$ cat src/rtl/positional_insert_list_unit_assert.svh
// Assertion macros for the positional insert list unit.
`ifndef POSITIONAL_INSERT_LIST_UNIT_ASSERT_SVH
`define POSITIONAL_INSERT_LIST_UNIT_ASSERT_SVH

`ifndef SYNTHESIS
`define PIL_ASSERT(lbl, prop, msg) \
	lbl: assert property (@(posedge clk) disable iff (!arst_n) prop) else $error(msg);
`define PIL_NEVER(lbl, cond, msg) \
	lbl: assert property (@(posedge clk) disable iff (!arst_n) !(cond)) else $error(msg);
`else
`define PIL_ASSERT(lbl, prop, msg)
`define PIL_NEVER(lbl, cond, msg)
`endif

`endif

$ cat src/rtl/pil_pkg.sv
package pil_pkg;

	localparam int LEN_W = 7;
	localparam int VAL_W = 32;

	localparam logic [1:0] STATUS_ENTRY   = 2'd0;
	localparam logic [1:0] STATUS_INVALID = 2'd1;
	localparam logic [1:0] STATUS_FULL    = 2'd2;

	typedef struct packed {
		logic                    ins;
		logic                    rot;
		logic [LEN_W-1:0]        pos;
		logic signed [VAL_W-1:0] value;
	} pil_ctrl_t;

endpackage

$ cat src/rtl/pil_cell.sv
module pil_cell
	import pil_pkg::*;
(
	input  logic                    clk,
	input  pil_ctrl_t               ctrl,
	input  logic [LEN_W-1:0]        cell_index,
	input  logic signed [VAL_W-1:0] shift_in,
	input  logic signed [VAL_W-1:0] rot_in,
	output logic signed [VAL_W-1:0] entry_value
);

	logic signed [VAL_W-1:0] entry_q;

	always_ff @(posedge clk) begin
		if (ctrl.ins) begin
			if (cell_index == ctrl.pos) begin
				entry_q <= ctrl.value;
			end else if (cell_index > ctrl.pos) begin
				entry_q <= shift_in;
			end
		end else if (ctrl.rot) begin
			entry_q <= rot_in;
		end
	end

	assign entry_value = entry_q;

endmodule

$ cat src/rtl/positional_insert_list_unit.sv
// Ordered list of up to CAPACITY signed 32-bit values held in a row of cells,
// one entry per cell, empty after reset. On an insert the cell at the position
// takes the new value and every cell past it takes its lower neighbor's value
// at once. With list_after set, the row then rotates a full turn toward cell 0,
// emitting one entry per cycle from cell 0 while the rotation covers the list
// and the output does not stall; no new insert is taken until the turn ends. An
// invalid position or a full list yields a single status result.
`include "positional_insert_list_unit_assert.svh"

module positional_insert_list_unit
	import pil_pkg::*;
#(
	parameter int CAPACITY = 64
) (
	input  logic                    clk,
	input  logic                    arst_n,
	input  logic                    in_valid,
	output logic                    in_ready,
	input  logic [LEN_W-1:0]        insert_position,
	input  logic signed [VAL_W-1:0] new_value,
	input  logic                    list_after,
	output logic                    out_valid,
	input  logic                    out_ready,
	output logic [1:0]              status,
	output logic signed [VAL_W-1:0] entry_value,
	output logic                    last_of_run
);

	localparam logic ST_IDLE = 1'b0;
	localparam logic ST_LIST = 1'b1;
	localparam logic [LEN_W-1:0] CAP_LEN  = LEN_W'(CAPACITY);
	localparam logic [LEN_W-1:0] CAP_LAST = LEN_W'(CAPACITY - 1);

	logic                    state_q;
	logic [LEN_W-1:0]        len_q;
	logic [LEN_W-1:0]        count_q;
	logic                    out_valid_q;
	logic [1:0]              status_q;
	logic signed [VAL_W-1:0] value_q;
	logic                    last_q;

	logic signed [VAL_W-1:0] cell_value [CAPACITY];
	pil_ctrl_t               ctrl;
	logic                    accept;
	logic                    pos_bad;
	logic                    list_full;
	logic                    slot_free;
	logic                    emit;
	logic                    step;

	assign slot_free = !out_valid_q || out_ready;
	assign in_ready  = (state_q == ST_IDLE) && slot_free;
	assign accept    = in_valid && in_ready;
	assign pos_bad   = insert_position > len_q;
	assign list_full = len_q == CAP_LEN;
	assign emit      = count_q < len_q;
	assign step      = (state_q == ST_LIST) && (!emit || slot_free);

	always_comb begin
		ctrl.ins   = accept && !pos_bad && !list_full;
		ctrl.rot   = step;
		ctrl.pos   = insert_position;
		ctrl.value = new_value;
	end

	genvar g;
	for (g = 0; g < CAPACITY; g++) begin : g_cell
		pil_cell u_cell (
			.clk        (clk),
			.ctrl       (ctrl),
			.cell_index (LEN_W'(g)),
			.shift_in   (cell_value[(g == 0) ? 0 : g - 1]),
			.rot_in     (cell_value[(g + 1) % CAPACITY]),
			.entry_value(cell_value[g])
		);
	end

	always_ff @(posedge clk or negedge arst_n) begin
		if (!arst_n) begin
			state_q     <= ST_IDLE;
			len_q       <= '0;
			count_q     <= '0;
			out_valid_q <= 1'b0;
		end else begin
			if (out_valid_q && out_ready) begin
				out_valid_q <= 1'b0;
			end
			unique case (state_q)
				ST_IDLE: begin
					if (accept) begin
						if (pos_bad || list_full) begin
							out_valid_q <= 1'b1;
						end else begin
							len_q <= len_q + LEN_W'(1);
							if (list_after) begin
								state_q <= ST_LIST;
								count_q <= '0;
							end
						end
					end
				end
				ST_LIST: begin
					if (step) begin
						count_q <= count_q + LEN_W'(1);
						if (emit) begin
							out_valid_q <= 1'b1;
						end
						if (count_q == CAP_LAST) begin
							state_q <= ST_IDLE;
						end
					end
				end
				default: begin
					state_q <= ST_IDLE;
				end
			endcase
		end
	end

	always_ff @(posedge clk) begin
		if (accept) begin
			status_q <= pos_bad ? STATUS_INVALID : STATUS_FULL;
			value_q  <= '0;
			last_q   <= 1'b1;
		end else if (step && emit) begin
			status_q <= STATUS_ENTRY;
			value_q  <= cell_value[0];
			last_q   <= count_q == (len_q - LEN_W'(1));
		end
	end

	assign out_valid   = out_valid_q;
	assign status      = status_q;
	assign entry_value = value_q;
	assign last_of_run = last_q;

	`PIL_NEVER(a_len_cap, len_q > CAP_LEN, "list length beyond capacity")
	`PIL_ASSERT(a_len_grow, ctrl.ins |=> len_q == $past(len_q) + LEN_W'(1), "insert lost")
	`PIL_ASSERT(a_list_hold, state_q == ST_LIST |=> $stable(len_q), "length moved while listing")
	`PIL_NEVER(a_emit_past, step && emit && count_q >= len_q, "emit beyond list end")

endmodule
$ cat config.mk
export PLATFORM = sky130hd
export DESIGN_NAME = positional_insert_list_unit
export DESIGN_NICKNAME = d
export VERILOG_FILES = /design/src/rtl/pil_pkg.sv /design/src/rtl/pil_cell.sv /design/src/rtl/positional_insert_list_unit.sv
export VERILOG_INCLUDE_DIRS = /design/src /design/src/rtl
export SDC_FILE = /design/constraint.sdc
export NUM_CORES = 2
export LEC_CHECK = 0
export BUFFER_PORTS_ARGS = -buffer_cell sky130_fd_sc_hd__buf_2
export CORE_UTILIZATION = 40
export CTS_CLUSTER_DIAMETER = 150
export DETAILED_ROUTE_END_ITERATION = 10
export REMOVE_ABC_BUFFERS = 1
export SYNTH_ARGS = -nofsm -noshare
export SYNTH_HDL_FRONTEND = slang
export SYNTH_SLANG_ARGS = --single-unit
$ cat constraint.sdc
create_clock -name clk -period 5.1 [get_ports clk]
set_input_delay 1.02 -clock clk [delete_from_list [all_inputs] [get_ports clk]]
set_output_delay 1.02 -clock clk [all_outputs]
set_load 0.1 [all_outputs]
==> flow_summary.yaml <==
status:
  run_status: "complete, no violations"
timing:
  timing.slew.headroom_pct: 9.12
  layout_min_cycle_time_ps: 3820
  timing.final.crit_share_pct: 74.9
  finClkSkew_ps: 71.1
  final-hold-violation-count: 0
  max_freq_mhz: 262
  setup_viol_count_final: 0
  worstMarginPinSlew_ps: 1360
  timing.final.max_slew_violations: 0
  totalNegativeSetupSlack_ps: 0
  grt_setup_unrepaired: "no"
hold_path:
  hold_path_class: "reg -> reg"
global_routing:
  globalRoute.busiestLayer: "met2"
  use_met2_pct: 31.6
  number_of_antenna_violations_at_the_first_check_in_global_routing: 5
  grt_start_max_net_pins: 182
  grt_pass1_wl_um: 473000
  gr-usage-met1_pct: 29.6
  grt_util_met3_pct: 2.70
  first_global_vias: 70400
  grt_util_all_layers_pct: 20.3
  global_route.overflow_total: 0
final_layout:
  final_cells: 11800
  net_count_reported_at_finish: 7694
  post_route_cells_drive_above_1_share_pct: 47.8
  most-common-layout-cells: "sky130_fd_sc_hd__edfxtp_1 (2050), sky130_fd_sc_hd__mux2_2 (1576), sky130_fd_sc_hd__mux2_4 (1407)"
  area_growth_syn_to_layout_pct: 9.77
  mostFrequentLayoutCell: "sky130_fd_sc_hd__edfxtp_1"
placed_design:
  dpl.hpwl_um: 198000
  port_buffers: 80
  placedCellCount: 11300
  globalplace.congestion: 0.822
floorplanning:
  design.core.area_um2: 297000
  fp.dieH_um: 549
  design.die.area_um2: 301000
  pin_count: 81
  initial_utilization_pct: 40.3
  fp-row-count: 200
  die-width_um: 549
power:
  vdd_ir_drop_max_mv: 0.673
  total_leakage_power_nw: 47.7
  power_density_nw_per_um2: 682
  fin_total_pwr_mw: 89.6
synth:
  yosys.area_share.xor_xnor_pct: 0.117
  dominant_combinational_cell_family_by_area_after_synthesis: "multiplexers"
  ys_warn_count: 0
  synth_adder_area_share_pct: 0.178
  synth_compound_gate_area_share_pct: 4.59
  synth_enable_flop_cells: 2050
  synthMuxAreaShare_pct: 37.9
  share_of_synthesized_flip_flops_with_an_asynchronous_set_or_reset_pct: 0.762
  synth_simple_gate_area_share_pct: 1.06
  yosysUniqueCellTypes: 62
  synth.yosys.seq_area_share_pct: 52.4
  yosys_register_bits: 2099
  syn-mean-instance-area_um2: 15.2
  post_synth_instance_area_um2: 120000
  syn-instance-count: 7877
  synth_ff_type: "sky130_fd_sc_hd__edfxtp_1"
clock_tree:
  cts_sinks: 2099
  clk-insertion-delay-late_ps: 910
  tritoncts: "built"
  clock_tree.buffer_depth: 4
  htreeDepth: 4
  cts_inserted_buffers: 239
  cts-resized-gates: 0
  count_of_buffers_added_by_post_cts_timing_repair_for_setup: 0
  cts.reportedPaths.clkPinSlew_ps: 60
  cts_hold_repair.buffers: 1
  cts.root.buffer_cell: "sky130_fd_sc_hd__clkbuf_16"
route:
  routed-via-count: 66900
  antenna_left: 0
  route.detailed.vias_per_inst: 5.69
  drc: 0
  routed_wirelength_um: 312000
  detail_route.wl_per_cell_um: 26.6
  drt_first_iter_violations: 5379
  firstDrtPassIters: 6
setup_path:
  cp-start-kind: "flop"
  sort_of_element_at_the_end_of_the_critical_path: "flop"
  worst_ep_arrival_ps: 4280
  critical_path.max_fanout: 32
  crit_required_ps: 5560
  crit_type: "reg -> reg"
run:
  drv_cap: 0
[state kept, by name, indices dropped and copies added, names as in the netlist]
name,count
g_cell.u_cell.entry_value,2048
count_q,7
out_valid,1
last_of_run,1
status,2
len_q,7
entry_value,32
state_q,1
[path summary, 6_finish.rpt]
kind,start,to,cells after the start,slack (ps)
min in group asynchronous,arst_n,state_q,2,590
setup reg to reg,len_q[3],g_cell[12].u_cell.entry_value[29],8,1280
max in group asynchronous,arst_n,len_q[2],2,4220
setup / recovery,len_q[3],g_cell[12].u_cell.entry_value[29],8,1280
hold / removal,entry_value[15],entry_value[15],2,490
hold reg to reg,entry_value[15],entry_value[15],2,490
[critical path, stage by stage (launching register included)]
cell and delay, ps:
sky130_fd_sc_hd__dfrtp_1 500, sky130_fd_sc_hd__inv_1 160, sky130_fd_sc_hd__ha_1 310, sky130_fd_sc_hd__nand4_1 200
sky130_fd_sc_hd__a21oi_1 350, sky130_fd_sc_hd__o22ai_4 180, sky130_fd_sc_hd__and2_4 320, sky130_fd_sc_hd__buf_12 250
sky130_fd_sc_hd__a21oi_4 1030
[area by class of cell]
| cell class | instances | area (µm²) |
|---|---|---|
| clock inverter | 117 | 917 |
| fill | 26100 | 166000 |
| clock buffer | 312 | 6380 |
| antenna | 2 | 5.00 |
| inverter | 12 | 45.0 |
| timing repair buffer | 311 | 2900 |
| multi-input combinational | 4970 | 53500 |
| tap | 3939 | 4930 |
| sequential | 2099 | 62600 |
[stage by stage]
step	utilization (%)	hold slack [ps]	setup slack, ps	cell area [µm²]
finish	44.2	486	1280	131000
global route	44.2	505	1060	131000
CTS	44.2	421	1270	131000
detailed placement	41.7	476	605	124000
global placement	41.7	467	589	124000
floorplan	-	503	-107910	115000
[cells by family after synthesis]
kind of cell,Yosys count
buf+inv,808
xor+xnor,16
flops,2099
fa+ha+maj,17
compound gates,1084
simple gates,236
mux,3617
[per-layer routing]
layer  vias to the layer above  part of all wire [%]
li1                      29800                     -
met1                     34800                    47
met2                      1886                    45
met3                       483                   5.0
met4                         0                   2.6
met5                         -                     0
[Yosys cell counts (all sizes together), types with 3 or more instances]
| cell type | number | area [µm²] |
|---|---|---|
| xnor2 | 13 | 114 |
| mux2i | 512 | 5120 |
| nand2b | 15 | 101 |
| nand4 | 4 | 25.0 |
| or3 | 5 | 31.3 |
| nand2 | 65 | 249 |
| nor3 | 13 | 96.4 |
| mux2 | 3105 | 40200 |
| and2 | 7 | 43.8 |
| o21ai | 17 | 85.1 |
| inv | 12 | 45.0 |
| buf | 340 | 2740 |
| a21oi | 1034 | 5170 |
| or4 | 6 | 45.0 |
| a31oi | 17 | 106 |
| or2 | 9 | 58.8 |
| dfxtp | 33 | 661 |
| nand3 | 17 | 100 |
| edfxtp | 2050 | 61600 |
| nor2b | 6 | 45.0 |
| nor2 | 81 | 358 |
| xor2 | 3 | 26.3 |
| clkbuf | 456 | 1710 |
| dfrtp | 16 | 400 |
| ha | 17 | 213 |
[power breakdown]
group	switching (mW)	internal (mW)	leakage, nW
Sequential	6.73	34.1	20.4
Clock	7.13	9.43	3.57
Combinational	15.6	16.6	23.7
Power figures use the tool's default switching activity.
